$ cat config.mk
export PLATFORM = sky130hd
export DESIGN_NAME = four_channel_dma_controller_top
export DESIGN_NICKNAME = d
export VERILOG_FILES = /design/src/hdl/dma4_pkg.sv /design/src/hdl/dma4_ctx_mem.sv /design/src/hdl/dma4_exec.sv /design/src/hdl/four_channel_dma_controller_top.sv
export SDC_FILE = /design/constraint.sdc
export NUM_CORES = 2
export LEC_CHECK = 0
export ABC_AREA = 1
export BUFFER_PORTS_ARGS = -buffer_cell sky130_fd_sc_hd__buf_2
export CORE_ASPECT_RATIO = 0.5
export CORE_MARGIN = 2
export CORE_UTILIZATION = 46
export CTS_BUF_LIST = sky130_fd_sc_hd__clkbuf_16
export CTS_CLUSTER_SIZE = 28
export DETAILED_ROUTE_END_ITERATION = 10
export GPL_TIMING_DRIVEN = 0
export HOLD_SLACK_MARGIN = 0.02
export MAX_ROUTING_LAYER = met4
export PLACE_DENSITY = 0.71
export SYNTH_ARGS = -nofsm -noshare
export SYNTH_HDL_FRONTEND = slang
export SYNTH_HIERARCHICAL = 1
export SYNTH_SLANG_ARGS = --single-unit
$ cat constraint.sdc
create_clock -name clock -period 21.8 [get_ports clock]
set_input_delay 1.09 -clock clock [delete_from_list [all_inputs] [get_ports clock]]
set_output_delay 1.09 -clock clock [all_outputs]
set_load 0.05 [all_outputs]
$ cat src/hdl/dma4_pkg.sv
// ----------------------------------------------------------------------------
// dma4_pkg
// shared types, constants and register codes of the four channel dma block
// ----------------------------------------------------------------------------
package dma4_pkg;

   localparam int NumChannelsDefault = 4;

   typedef enum logic [1:0] {
      CMD_READ  = 2'd0,
      CMD_WRITE = 2'd1,
      CMD_TICK  = 2'd2,
      CMD_DESC  = 2'd3
   } cmd_type;

   localparam logic [4:0] REG_STATUS   = 5'h00;
   localparam logic [4:0] REG_DCR_OCR  = 5'h02;
   localparam logic [4:0] REG_SCR_CCR  = 5'h03;
   localparam logic [4:0] REG_MTC      = 5'h05;
   localparam logic [4:0] REG_MAR_HI   = 5'h06;
   localparam logic [4:0] REG_MAR_LO   = 5'h07;
   localparam logic [4:0] REG_DAR_HI   = 5'h0a;
   localparam logic [4:0] REG_DAR_LO   = 5'h0b;
   localparam logic [4:0] REG_BTC      = 5'h0d;
   localparam logic [4:0] REG_BAR_HI   = 5'h0e;
   localparam logic [4:0] REG_BAR_LO   = 5'h0f;
   localparam logic [4:0] REG_NIV      = 5'h12;
   localparam logic [4:0] REG_EIV      = 5'h13;
   localparam logic [4:0] REG_MFC      = 5'h14;
   localparam logic [4:0] REG_CPR      = 5'h16;
   localparam logic [4:0] REG_DFC      = 5'h18;
   localparam logic [4:0] REG_BFC      = 5'h1c;
   localparam logic [4:0] REG_GCR      = 5'h1f;

   localparam logic [1:0] WAIT_NONE  = 2'd0;
   localparam logic [1:0] WAIT_START = 2'd1;
   localparam logic [1:0] WAIT_CHAIN = 2'd2;

   localparam logic [1:0] SIZE_BYTE = 2'd0;
   localparam logic [1:0] SIZE_WORD = 2'd1;
   localparam logic [1:0] SIZE_LONG = 2'd2;

   localparam logic [15:0] UNMAPPED_READ = 16'h00ff;
   localparam logic [31:0] DESC_BYTES    = 32'd6;

   // one channel's context as it sits in the context memory
   typedef struct packed {
      logic [7:0]  status;
      logic [7:0]  dcr;
      logic [7:0]  ocr;
      logic [7:0]  scr;
      logic [7:0]  ccr;
      logic [15:0] mem_count;
      logic [15:0] base_count;
      logic [31:0] mem_addr;
      logic [31:0] dev_addr;
      logic [31:0] base_addr;
      logic [55:0] vec;
      logic [15:0] saved_count;
      logic        active;
      logic        halted;
      logic [1:0]  wait_desc;
   } ctx_type;

   localparam ctx_type CTX_RESET = '{
      status: 8'h00, dcr: 8'h00, ocr: 8'h00, scr: 8'h00, ccr: 8'h00,
      mem_count: 16'h0, base_count: 16'h0, mem_addr: 32'h0, dev_addr: 32'h0,
      base_addr: 32'h0, vec: 56'h0f0f, saved_count: 16'h0, active: 1'b0,
      halted: 1'b0, wait_desc: WAIT_NONE};

   typedef struct packed {
      logic [1:0]  cmd;
      logic [1:0]  channel;
      logic [4:0]  reg_index;
      logic [15:0] write_data;
      logic [1:0]  byte_lanes;
      logic        device_ready;
      logic [15:0] desc_addr_high;
      logic [15:0] desc_addr_low;
      logic [15:0] desc_count;
   } req_type;

   typedef struct packed {
      logic [15:0] read_data;
      logic        xfer_valid;
      logic [31:0] src_addr;
      logic [31:0] dst_addr;
      logic [1:0]  xfer_size;
      logic        via_device_port;
      logic        write_suppressed;
      logic        desc_fetch_valid;
      logic [31:0] desc_fetch_addr;
      logic        channel_done;
      logic        done_irq_enable;
      logic        cpu_halt;
   } rsp_type;

   // halt line effect of one request
   typedef struct packed {
      logic set;
      logic clr;
   } halt_type;

endpackage

$ cat src/hdl/dma4_ctx_mem.sv
// ----------------------------------------------------------------------------
// dma4_ctx_mem
// per channel context memory, one write and one registered read port, with
// valid bits standing in for the reset contents
// ----------------------------------------------------------------------------
module dma4_ctx_mem #(
   parameter int NUM_CHANNELS = dma4_pkg::NumChannelsDefault,
   localparam int AW = (NUM_CHANNELS > 1) ? $clog2(NUM_CHANNELS) : 1
) (
   input  logic              clock,
   input  logic              reset,
   input  logic              rd_en,
   input  logic [AW-1:0]     rd_addr,
   output dma4_pkg::ctx_type rd_data,
   input  logic              wr_en,
   input  logic [AW-1:0]     wr_addr,
   input  dma4_pkg::ctx_type wr_data
);
   import dma4_pkg::*;

   ctx_type                 mem [NUM_CHANNELS];
   ctx_type                 rd_q_ff;
   logic [NUM_CHANNELS-1:0] vld_ff;
   logic                    rd_vld_ff;

   always_ff @(posedge clock) begin
      if (wr_en) begin
         mem[wr_addr] <= wr_data;
      end
      if (rd_en) begin
         // a read of the entry being written returns the new data
         rd_q_ff <= (wr_en && wr_addr == rd_addr) ? wr_data : mem[rd_addr];
      end
   end

   always_ff @(posedge clock) begin
      if (reset) begin
         vld_ff    <= '0;
         rd_vld_ff <= 1'b0;
      end else begin
         if (wr_en) begin
            vld_ff[wr_addr] <= 1'b1;
         end
         if (rd_en) begin
            rd_vld_ff <= vld_ff[rd_addr] | (wr_en && wr_addr == rd_addr);
         end
      end
   end

   assign rd_data = rd_vld_ff ? rd_q_ff : CTX_RESET;

endmodule

$ cat src/hdl/dma4_exec.sv
// ----------------------------------------------------------------------------
// dma4_exec
// applies one request to a channel context: register access, control
// commands, transfer ticks and descriptor replies
// ----------------------------------------------------------------------------
module dma4_exec (
   input  dma4_pkg::req_type  req,
   input  dma4_pkg::ctx_type  ctx,
   input  logic               port,
   input  logic               chan_ok,
   output dma4_pkg::ctx_type  ctx_new,
   output logic               ctx_write,
   output dma4_pkg::rsp_type  rsp,
   output dma4_pkg::halt_type halt
);
   import dma4_pkg::*;

   ctx_type     c;
   logic [7:0]  d_lo;
   logic [7:0]  d_hi;
   logic        to_mem;
   logic [1:0]  sz;
   logic [31:0] step;
   logic [15:0] cnt_dec;
   logic        burst;

   always_comb begin
      c         = ctx;
      rsp       = '0;
      halt      = '0;
      ctx_write = 1'b0;
      d_lo      = req.write_data[7:0];
      d_hi      = req.write_data[15:8];
      to_mem    = ctx.ocr[7];
      sz        = SIZE_BYTE;
      step      = 32'd1;
      cnt_dec   = 16'd0;
      burst     = (ctx.dcr[7:6] == 2'b00);
      if (!chan_ok) begin
         if (req.cmd == CMD_READ) begin
            rsp.read_data = UNMAPPED_READ;
         end
      end else begin
         case (req.cmd)
            CMD_READ: begin
               case (req.reg_index)
                  REG_STATUS:  rsp.read_data = {ctx.status, 8'h00};
                  REG_DCR_OCR: rsp.read_data = {ctx.dcr, ctx.ocr};
                  REG_SCR_CCR: rsp.read_data = {ctx.scr, ctx.ccr};
                  REG_MTC:     rsp.read_data = ctx.mem_count;
                  REG_MAR_HI:  rsp.read_data = ctx.mem_addr[31:16];
                  REG_MAR_LO:  rsp.read_data = ctx.mem_addr[15:0];
                  REG_DAR_HI:  rsp.read_data = ctx.dev_addr[31:16];
                  REG_DAR_LO:  rsp.read_data = ctx.dev_addr[15:0];
                  REG_BTC:     rsp.read_data = ctx.base_count;
                  REG_BAR_HI:  rsp.read_data = ctx.base_addr[31:16];
                  REG_BAR_LO:  rsp.read_data = ctx.base_addr[15:0];
                  REG_NIV:     rsp.read_data = {8'h00, ctx.vec[7:0]};
                  REG_EIV:     rsp.read_data = {8'h00, ctx.vec[15:8]};
                  REG_MFC:     rsp.read_data = {8'h00, ctx.vec[23:16]};
                  REG_CPR:     rsp.read_data = {8'h00, ctx.vec[31:24]};
                  REG_DFC:     rsp.read_data = {8'h00, ctx.vec[39:32]};
                  REG_BFC:     rsp.read_data = {8'h00, ctx.vec[47:40]};
                  REG_GCR:     rsp.read_data = {8'h00, ctx.vec[55:48]};
                  default:     rsp.read_data = UNMAPPED_READ;
               endcase
            end
            CMD_WRITE: begin
               ctx_write = 1'b1;
               case (req.reg_index)
                  REG_DCR_OCR: begin
                     if (req.byte_lanes[1]) c.dcr = d_hi;
                     if (req.byte_lanes[0]) c.ocr = d_lo;
                  end
                  REG_SCR_CCR: begin
                     if (req.byte_lanes[1]) c.scr = d_hi;
                     if (req.byte_lanes[0]) begin
                        c.ccr = d_lo;
                        if (d_lo[7]) begin
                           c.active = 1'b1;
                           c.halted = 1'b0;
                           c.status = (c.status & 8'h0f) | 8'h08;
                           if (c.base_count != 16'd0) begin
                              c.base_count = c.base_count - 16'd1;
                              c.wait_desc  = WAIT_START;
                              rsp.desc_fetch_valid = 1'b1;
                              rsp.desc_fetch_addr  = c.base_addr;
                           end else begin
                              c.wait_desc   = WAIT_NONE;
                              c.saved_count = c.mem_count;
                           end
                           if (c.dcr[7:6] == 2'b00) halt.set = 1'b1;
                        end
                        if (d_lo[4]) begin
                           c.active    = 1'b0;
                           c.wait_desc = WAIT_NONE;
                           c.mem_count = c.saved_count;
                           c.status    = (c.status | 8'he0) & 8'hf7;
                        end
                        if (d_lo[5]) c.halted = 1'b1;
                        if (d_lo[6]) c.halted = 1'b0;
                     end
                  end
                  REG_MTC:    c.mem_count = req.write_data;
                  REG_MAR_HI: c.mem_addr[31:16] = req.write_data;
                  REG_MAR_LO: c.mem_addr[15:0] = req.write_data;
                  REG_DAR_HI: c.dev_addr[31:16] = req.write_data;
                  REG_DAR_LO: c.dev_addr[15:0] = req.write_data;
                  REG_BTC:    c.base_count = req.write_data;
                  REG_BAR_HI: c.base_addr[31:16] = req.write_data;
                  REG_BAR_LO: c.base_addr[15:0] = req.write_data;
                  REG_NIV:    c.vec[7:0] = d_lo;
                  REG_EIV:    c.vec[15:8] = d_lo;
                  REG_MFC:    c.vec[23:16] = d_lo;
                  REG_CPR:    c.vec[31:24] = d_lo;
                  REG_DFC:    c.vec[39:32] = d_lo;
                  REG_BFC:    c.vec[47:40] = d_lo;
                  REG_GCR:    c.vec[55:48] = d_lo;
                  default:    ctx_write = 1'b0;
               endcase
            end
            CMD_TICK: begin
               if (ctx.active && !ctx.halted && ctx.wait_desc == WAIT_NONE &&
                   !(to_mem && port && !req.device_ready)) begin
                  ctx_write = 1'b1;
                  if (!port) begin
                     case (ctx.ocr[5:4])
                        2'b01:   sz = SIZE_WORD;
                        2'b10:   sz = SIZE_LONG;
                        2'b11:   rsp.write_suppressed = !to_mem;
                        default: sz = SIZE_BYTE;
                     endcase
                  end
                  step = 32'd1 << sz;
                  rsp.xfer_valid      = 1'b1;
                  rsp.src_addr        = to_mem ? ctx.dev_addr : ctx.mem_addr;
                  rsp.dst_addr        = to_mem ? ctx.mem_addr : ctx.dev_addr;
                  rsp.xfer_size       = sz;
                  rsp.via_device_port = port;
                  cnt_dec = (ctx.mem_count != 16'd0) ? ctx.mem_count - 16'd1 : 16'd0;
                  c.mem_count = cnt_dec;
                  case (ctx.scr[1:0])
                     2'b01:   c.dev_addr = ctx.dev_addr + step;
                     2'b10:   c.dev_addr = ctx.dev_addr - step;
                     default: c.dev_addr = ctx.dev_addr;
                  endcase
                  case (ctx.scr[3:2])
                     2'b01:   c.mem_addr = ctx.mem_addr + step;
                     2'b10:   c.mem_addr = ctx.mem_addr - step;
                     default: c.mem_addr = ctx.mem_addr;
                  endcase
                  if (cnt_dec == 16'd0) begin
                     if (ctx.base_count != 16'd0) begin
                        c.base_count = ctx.base_count - 16'd1;
                        c.base_addr  = ctx.base_addr + DESC_BYTES;
                        c.wait_desc  = WAIT_CHAIN;
                        rsp.desc_fetch_valid = 1'b1;
                        rsp.desc_fetch_addr  = ctx.base_addr + DESC_BYTES;
                     end else begin
                        c.active    = 1'b0;
                        c.wait_desc = WAIT_NONE;
                        c.mem_count = ctx.saved_count;
                        c.status    = (ctx.status | 8'he0) & 8'hf7;
                        halt.clr    = burst;
                        rsp.channel_done    = 1'b1;
                        rsp.done_irq_enable = ctx.ccr[3];
                     end
                  end
               end
            end
            default: begin
               if (ctx.wait_desc != WAIT_NONE) begin
                  ctx_write   = 1'b1;
                  c.mem_addr  = {req.desc_addr_high, req.desc_addr_low};
                  c.mem_count = req.desc_count;
                  if (ctx.wait_desc == WAIT_START) c.saved_count = req.desc_count;
                  c.wait_desc = WAIT_NONE;
               end
            end
         endcase
      end
      ctx_new = c;
   end

endmodule

$ cat src/hdl/four_channel_dma_controller_top.sv
// ----------------------------------------------------------------------------
// four_channel_dma_controller_top
// Four channel dma controller with descriptor chaining. Each request (a
// register read or write, a transfer tick or a descriptor reply) yields one
// response: the channel context memory is read first, then the request is
// applied and the response and the new context are registered for writeback.
// A new request is taken every cycle unless a held response is stalled by
// rsp_stall; a request to the channel written back in the same cycle gets
// the fresh context forwarded. The context memory has a read port and a
// write port of its own.
// ----------------------------------------------------------------------------
module four_channel_dma_controller_top #(
   parameter int NUM_CHANNELS = dma4_pkg::NumChannelsDefault
) (
   input  logic        clock,
   input  logic        reset,
   input  logic        csr_valid,
   output logic        csr_ready,
   input  logic [3:0]  csr_device_port_mask,
   input  logic        req_valid,
   output logic        req_stall,
   input  logic [1:0]  req_cmd,
   input  logic [1:0]  req_channel,
   input  logic [4:0]  req_reg_index,
   input  logic [15:0] req_write_data,
   input  logic [1:0]  req_byte_lanes,
   input  logic        req_device_ready,
   input  logic [15:0] req_desc_addr_high,
   input  logic [15:0] req_desc_addr_low,
   input  logic [15:0] req_desc_count,
   output logic        rsp_valid,
   input  logic        rsp_stall,
   output logic [15:0] rsp_read_data,
   output logic        rsp_xfer_valid,
   output logic [31:0] rsp_src_addr,
   output logic [31:0] rsp_dst_addr,
   output logic [1:0]  rsp_xfer_size,
   output logic        rsp_via_device_port,
   output logic        rsp_write_suppressed,
   output logic        rsp_desc_fetch_valid,
   output logic [31:0] rsp_desc_fetch_addr,
   output logic        rsp_channel_done,
   output logic        rsp_done_irq_enable,
   output logic        rsp_cpu_halt
);
   import dma4_pkg::*;

   localparam int AW = (NUM_CHANNELS > 1) ? $clog2(NUM_CHANNELS) : 1;

   logic [3:0] port_mask_ff;
   logic       s1_vld_ff;
   req_type    s1_req_ff;
   logic       ex_ok;
   logic       ex_fwd;
   ctx_type    mem_rd;
   ctx_type    ex_ctx;
   ctx_type    ex_new;
   logic       ex_wr;
   rsp_type    ex_rsp;
   halt_type   ex_halt;
   logic       halt_ff;
   logic       halt_in;
   logic       wb_vld_ff;
   logic [AW-1:0] wb_addr_ff;
   ctx_type    wb_ctx_ff;
   logic       out_vld_ff;
   rsp_type    out_ff;
   rsp_type    out_in;
   logic       adv;
   logic       req_take;
   logic [AW-1:0] rd_addr;
   logic [AW-1:0] ex_addr;
   req_type    req_in;

   assign csr_ready = 1'b1;
   assign adv       = !out_vld_ff || !rsp_stall;
   assign req_stall = !adv;
   assign req_take  = req_valid && adv;
   assign rd_addr   = req_channel[AW-1:0];
   assign ex_addr   = s1_req_ff.channel[AW-1:0];
   assign ex_ok     = ({1'b0, s1_req_ff.channel} < 3'(NUM_CHANNELS));
   assign ex_fwd    = wb_vld_ff && wb_addr_ff == ex_addr;
   assign ex_ctx    = ex_fwd ? wb_ctx_ff : mem_rd;

   assign req_in = '{cmd: req_cmd, channel: req_channel, reg_index: req_reg_index,
      write_data: req_write_data, byte_lanes: req_byte_lanes,
      device_ready: req_device_ready, desc_addr_high: req_desc_addr_high,
      desc_addr_low: req_desc_addr_low, desc_count: req_desc_count};

   dma4_ctx_mem #(.NUM_CHANNELS(NUM_CHANNELS)) u_mem (
      .clock   (clock),
      .reset   (reset),
      .rd_en   (req_take),
      .rd_addr (rd_addr),
      .rd_data (mem_rd),
      .wr_en   (wb_vld_ff),
      .wr_addr (wb_addr_ff),
      .wr_data (wb_ctx_ff)
   );

   dma4_exec u_exec (
      .req       (s1_req_ff),
      .ctx       (ex_ctx),
      .port      (port_mask_ff[s1_req_ff.channel]),
      .chan_ok   (ex_ok),
      .ctx_new   (ex_new),
      .ctx_write (ex_wr),
      .rsp       (ex_rsp),
      .halt      (ex_halt)
   );

   always_comb begin
      halt_in = halt_ff;
      if (ex_halt.set) halt_in = 1'b1;
      if (ex_halt.clr) halt_in = 1'b0;
   end

   always_comb begin
      out_in          = ex_rsp;
      out_in.cpu_halt = halt_in;
   end

   // writeback stays valid while stalled so the held request keeps its forward
   always_ff @(posedge clock) begin
      if (reset) begin
         port_mask_ff <= '0;
         s1_vld_ff    <= 1'b0;
         wb_vld_ff    <= 1'b0;
         out_vld_ff   <= 1'b0;
         halt_ff      <= 1'b0;
      end else begin
         if (csr_valid) port_mask_ff <= csr_device_port_mask;
         if (adv) begin
            s1_vld_ff  <= req_take;
            out_vld_ff <= s1_vld_ff;
            wb_vld_ff  <= s1_vld_ff && ex_wr && ex_ok;
            if (s1_vld_ff) begin
               halt_ff <= halt_in;
            end
         end
      end
   end

   always_ff @(posedge clock) begin
      if (req_take) s1_req_ff <= req_in;
      if (adv && s1_vld_ff) begin
         out_ff     <= out_in;
         wb_addr_ff <= ex_addr;
         wb_ctx_ff  <= ex_new;
      end
   end

   assign rsp_valid            = out_vld_ff;
   assign rsp_read_data        = out_ff.read_data;
   assign rsp_xfer_valid       = out_ff.xfer_valid;
   assign rsp_src_addr         = out_ff.src_addr;
   assign rsp_dst_addr         = out_ff.dst_addr;
   assign rsp_xfer_size        = out_ff.xfer_size;
   assign rsp_via_device_port  = out_ff.via_device_port;
   assign rsp_write_suppressed = out_ff.write_suppressed;
   assign rsp_desc_fetch_valid = out_ff.desc_fetch_valid;
   assign rsp_desc_fetch_addr  = out_ff.desc_fetch_addr;
   assign rsp_channel_done     = out_ff.channel_done;
   assign rsp_done_irq_enable  = out_ff.done_irq_enable;
   assign rsp_cpu_halt         = out_ff.cpu_halt;

`ifndef NO_ASSERTIONS
   a_stall_holds: assert property (@(posedge clock) disable iff (reset)
      out_vld_ff && rsp_stall |=> out_vld_ff && $stable(out_ff))
      else $error("response changed while stalled");
   a_wb_once: assert property (@(posedge clock) disable iff (reset)
      $rose(wb_vld_ff) |-> $past(s1_vld_ff) && $past(adv))
      else $error("writeback without a request");
   a_done_no_fetch: assert property (@(posedge clock) disable iff (reset)
      out_vld_ff |-> !(out_ff.channel_done && out_ff.desc_fetch_valid))
      else $error("done and descriptor fetch together");
`endif

endmodule

**After elaboration in Yosys (flattened, before gate mapping)**

Memories as Yosys holds them, arrays and structs flattened. A register that Yosys moved wholly into a read port is not among the register bits.
Index checks and enable logic that the tools add are counted.

- Bits in registers: 456
- Latch bits: 0
- Memory bits (writable): 976
- Memory bits (read-only): 0
- Input bits: 85
- Logic and storage cells: 239
- Memories kept: 1

Memories:

| memory | depth | bits a word | read ports | clocked after Yosys merged registers in | write ports | line | source |
|---|---|---|---|---|---|---|---|
| u_mem.mem | 4 | 244 | 1 | 1 | 1 | dma4_ctx_mem.sv:21 | `ctx_type mem [NUM_CHANNELS];` |

- $add $sub $neg: 7
- Multipliers: 0
- Div/mod/pow operators: 0
- Magnitude comparators: 4
- Eq/ne operators: 29
- Shift-type cells: 1
- Multiplexer cells: 113
- Bitwise logic cells: 6
- Reductions and logical operators: 34

Operators by type and width:

| operator | count |
|---|---|
| two-way mux 244 bit | 2 |
| case mux 16 bit (18 select lines) | 1 |
| two-way mux 16 bit | 17 |
| two-way mux 32 bit | 7 |
| two-way mux 33 bit | 5 |
| two-way mux 8 bit | 17 |
| two-way mux 128 bit | 1 |
| case mux 16 bit (2 select lines) | 4 |
| case mux 32 bit (2 select lines) | 2 |
| case mux 64 bit (2 select lines) | 1 |
| two-way mux 104 bit | 1 |
| case mux 32 bit (3 select lines) | 1 |
| case mux 33 bit (2 select lines) | 1 |
| adder 32 bit | 2 |
| subtractor 32 bit | 2 |
| two-way mux 20 bit | 3 |
| two-way mux 56 bit | 1 |
| case mux 16 bit (3 select lines) | 1 |
| two-way mux 40 bit | 1 |
| == test 5 bit (second input constant) | 7 |
| two-way mux 35 bit | 1 |
| adder 32 x 3 -> 32 bit (second input constant) | 1 |
| nonzero test 16 bit | 2 |
| << shifter 1 x 2 -> 32 bit (first input constant) | 1 |
| other kinds (33) | 112 |

**Logic depth before layout (Yosys ltp)**

- Word-level depth: 14
- Gate-level depth with buffers: 30
- Gate-level depth less buffers: 27

**Modules after synthesis**

Netlist, hierarchy kept.

Modules (own cells, without submodules):

| module | times used | cells each | area each (um^2) |
|---|---|---|---|
| dma4_ctx_mem | 1 | 4456 | 50045.5 |
| dma4_exec | 1 | 3793 | 18247.5 |
| four_channel_dma_controller_top | 1 | 1316 | 17226.5 |

**Worst setup path after synthesis**

Ideal clock, no wire load.

- Path kind: input port to flip-flop
- Start point: in rsp_stall
- End point: reg out_ff, in the netlist rsp_channel_done (enable)
- Arrival time: 16.802 ns
- Path slack: 3.890 ns
- Cell stages on the path: 3
- Cell sequence: nand2_1 -> inv_1 -> nor2_1

- Longest elaborated chain between the ends: 3

Ends and longest elaborated chain:

| what | line | source |
|---|---|---|
| start, declared | four_channel_dma_controller_top.sv:32 | `input logic rsp_stall,` |
| logical NOT 1 bit | four_channel_dma_controller_top.sv:76 | `assign adv = !out_vld_ff \|\| !rsp_stall;` |
| logical OR 1 bit | four_channel_dma_controller_top.sv:76 |  |
| logical AND 1 bit | four_channel_dma_controller_top.sv:146 | `if (adv && s1_vld_ff) begin` |
| end signal, assigned | four_channel_dma_controller_top.sv:147 | `out_ff <= out_in;` |
| end, declared | four_channel_dma_controller_top.sv:67 | `rsp_type out_ff;` |

No other way between the ends.
A chain may end at the register's enable or synchronous reset.

==> flow_summary.yaml <==
run_status:
  status: "finished with violations"
  violations: "max-capacitance violations"
clock_network:
  path_clk_slew_ns: 0.07
  clk-insertion-delay-late_ns: 0.86
  cts.repair.resized: 0
  cts-buffers-inserted: 157
  clockRootBuffer: "clkbuf_16"
  cts.sinks: 1676
  hold_buffers: 0
  post_cts_buffers: 0
  htreeDepth: 4
  clk_path_buf_depth: 4
  tritoncts: "yes"
setup_path:
  worst_setup_path_end_kind: "flip-flop"
  crit_path_top_delay_cell: "a211oi_1"
  crit_required_ns: 22.30
  crit_path_max_fanout: 10
  critPathArrivalTime_ns: 7.56
  cp-start-kind: "flip-flop"
  crit_type: "flip-flop to flip-flop"
  path_cells: "inv_1 -> a21oi_1 -> nand3_1 -> buf_4 -> buf_4 -> nand2_1 -> nand2_1 -> nor2_2 -> nand3_1 -> a31oi_4 -> inv_2 -> nor2_2 -> inv_1 -> nor2_2 -> inv_2 -> buf_2 -> buf_1 -> a211oi_1"
  crit_path_max_incr_delay_ns: 0.89
  cp_common_cell: "nor2_2"
pwr:
  power_density_nw_per_um2: 76.8
  p_leak_nw: 37.4
  ir_drop_mv: 0.0577
  finalPower_w: 0.00732
drt:
  drt_iter0_markers: 11169
  drc_errors: 0
  vias: 74575
  drt-total-wl_mm: 353
  final_antenna_net_count: 0
  dr.pass1.iters: 9
  drt-vias-per-instance: 5.93
  drt-wirelength-per-cell_um: 28.1
sta:
  tightest_slew_ns: 1.50
  fin_crit_sh_pct: 32.4
  finalHoldViolCount: 0
  drv_slew: 0
  min_period_ns: 7.06
  setup_viol: 0
  fmax_mhz: 142
  slew_headroom_pct: 0.00445
  whs_ns: 0.421
  finalWorstSetupSlack_ns: 14.74
  skew_ns: 0.0863
  grt_setup_unrepaired: "false"
finish:
  drive_above_1_share_pct: 7.19
  final_core_util_pct: 51.8
  final_area_um2: 95300
  layout_common_cells: "nand2_1 (2482), edfxtp_1 (1663), nor2_1 (1431), o21ai_0 (893), nand3_1 (709)"
  layout_commonest_cell: "nand2_1"
  fin_nets: 10121
  seq_area_um2: 50200
  nFillCells: 17066
  area_growth_pct: 11.5
  multi_input_area_um2: 30200
flow_run:
  maxCapViolations: 3
floorplanning:
  initial_core_util_pct: 46.5
  core_region_area_um2: 184000
  rows: 111
  die_area_um2: 190000
  ios: 209
  die_h_um: 309
  die_w_um: 614
yosys:
  yosys_warnings: 6
  syn-mean-instance-area_um2: 8.94
  syn_area_um2: 85500
  syn-instance-count: 9563
global_route:
  grt-ovfl-total: 0
  grt_pass1_vias: 66693
  antenna_found_initial: 32
  grt_max_degree: 109
  track_usage_pct: 37.5
  grt_pass1_wl_mm: 490
placed_design:
  io_buffers: 207
  detailedPlace.worstSlack_ns: 15.00
  post_dp_cell_area_um2: 90400
  gp_congestion: 1.08
  hpwlAfterDp_mm: 260
min_path:
  holdCritPathClass: "input pin to flip-flop"
## final timing paths
kind	from	endpoint	slack, ns	depth (start not counted)
max	wb_vld_ff	rsp_src_addr[27]	14.74	18
min	req_reg_index[4]	s1_req_ff[71]	0.42	1
max reg2reg	wb_vld_ff	rsp_src_addr[27]	14.74	18
min reg2reg	u_mem/vld_ff[3]	u_mem/vld_ff[3]	0.46	2
## state kept, by name, indices dropped and copies added, names as in the netlist, 2 cells and up
name                 cells
u_mem/mem              976
wb_addr_ff               2
port_mask_ff             4
s1_req_ff               74
rsp_src_addr            32
rsp_read_data           16
u_mem/vld_ff             4
u_mem/rd_q_ff          244
rsp_desc_fetch_addr     32
rsp_xfer_size            2
ex_addr                  2
rsp_dst_addr            32
wb_ctx_ff              244
## stage by stage
step                      cells  setup TNS (ns)
final                     12571               0
after global routing      12567               0
after CTS                 12556               0
after detailed placement  12286               0
after global placement    12257        -1450.97
after floorplan            9564               0
## power by group
| group | internal, W | switching [W] | leakage (nW) |
|---|---|---|---|
| registers | 0.00365 | 0.0000860 | 15.5 |
| clock network | 0.00147 | 0.00123 | 2.46 |
| logic | 0.000200 | 0.000688 | 19.4 |
| total | 0.00532 | 0.00200 | 37.4 |
## area by class of cell
class	instances	area share, %
clock buffer	158	4.15
buffer	592	2.83
sequential	1676	52.7
multi-input combinational	6642	31.7
antenna	15	0.0394
tap	2486	3.26
clock inverter	112	0.956
timing repair buffer	236	1.75
inverter	654	2.62
## critical path, delay by kind of cell, from the launching register on
| family | cells | cell delay [ns] |
|---|---|---|
| AOI/OAI and AO/OA | 3 | 1.87 |
| buffers and inverters | 8 | 1.92 |
| DFF | 1 | 0.54 |
| and+or+nand+nor | 7 | 2.35 |
## per-layer routing
layer	GRT usage [%]	up-vias	routed length, um
li1	-	33343	-
met1	52.5	36311	149000
met2	52.4	4302	147000
met3	9.43	619	42100
met4	14.2	0	15700
met5	-	-	0
(Power assumes the default switching activity.)
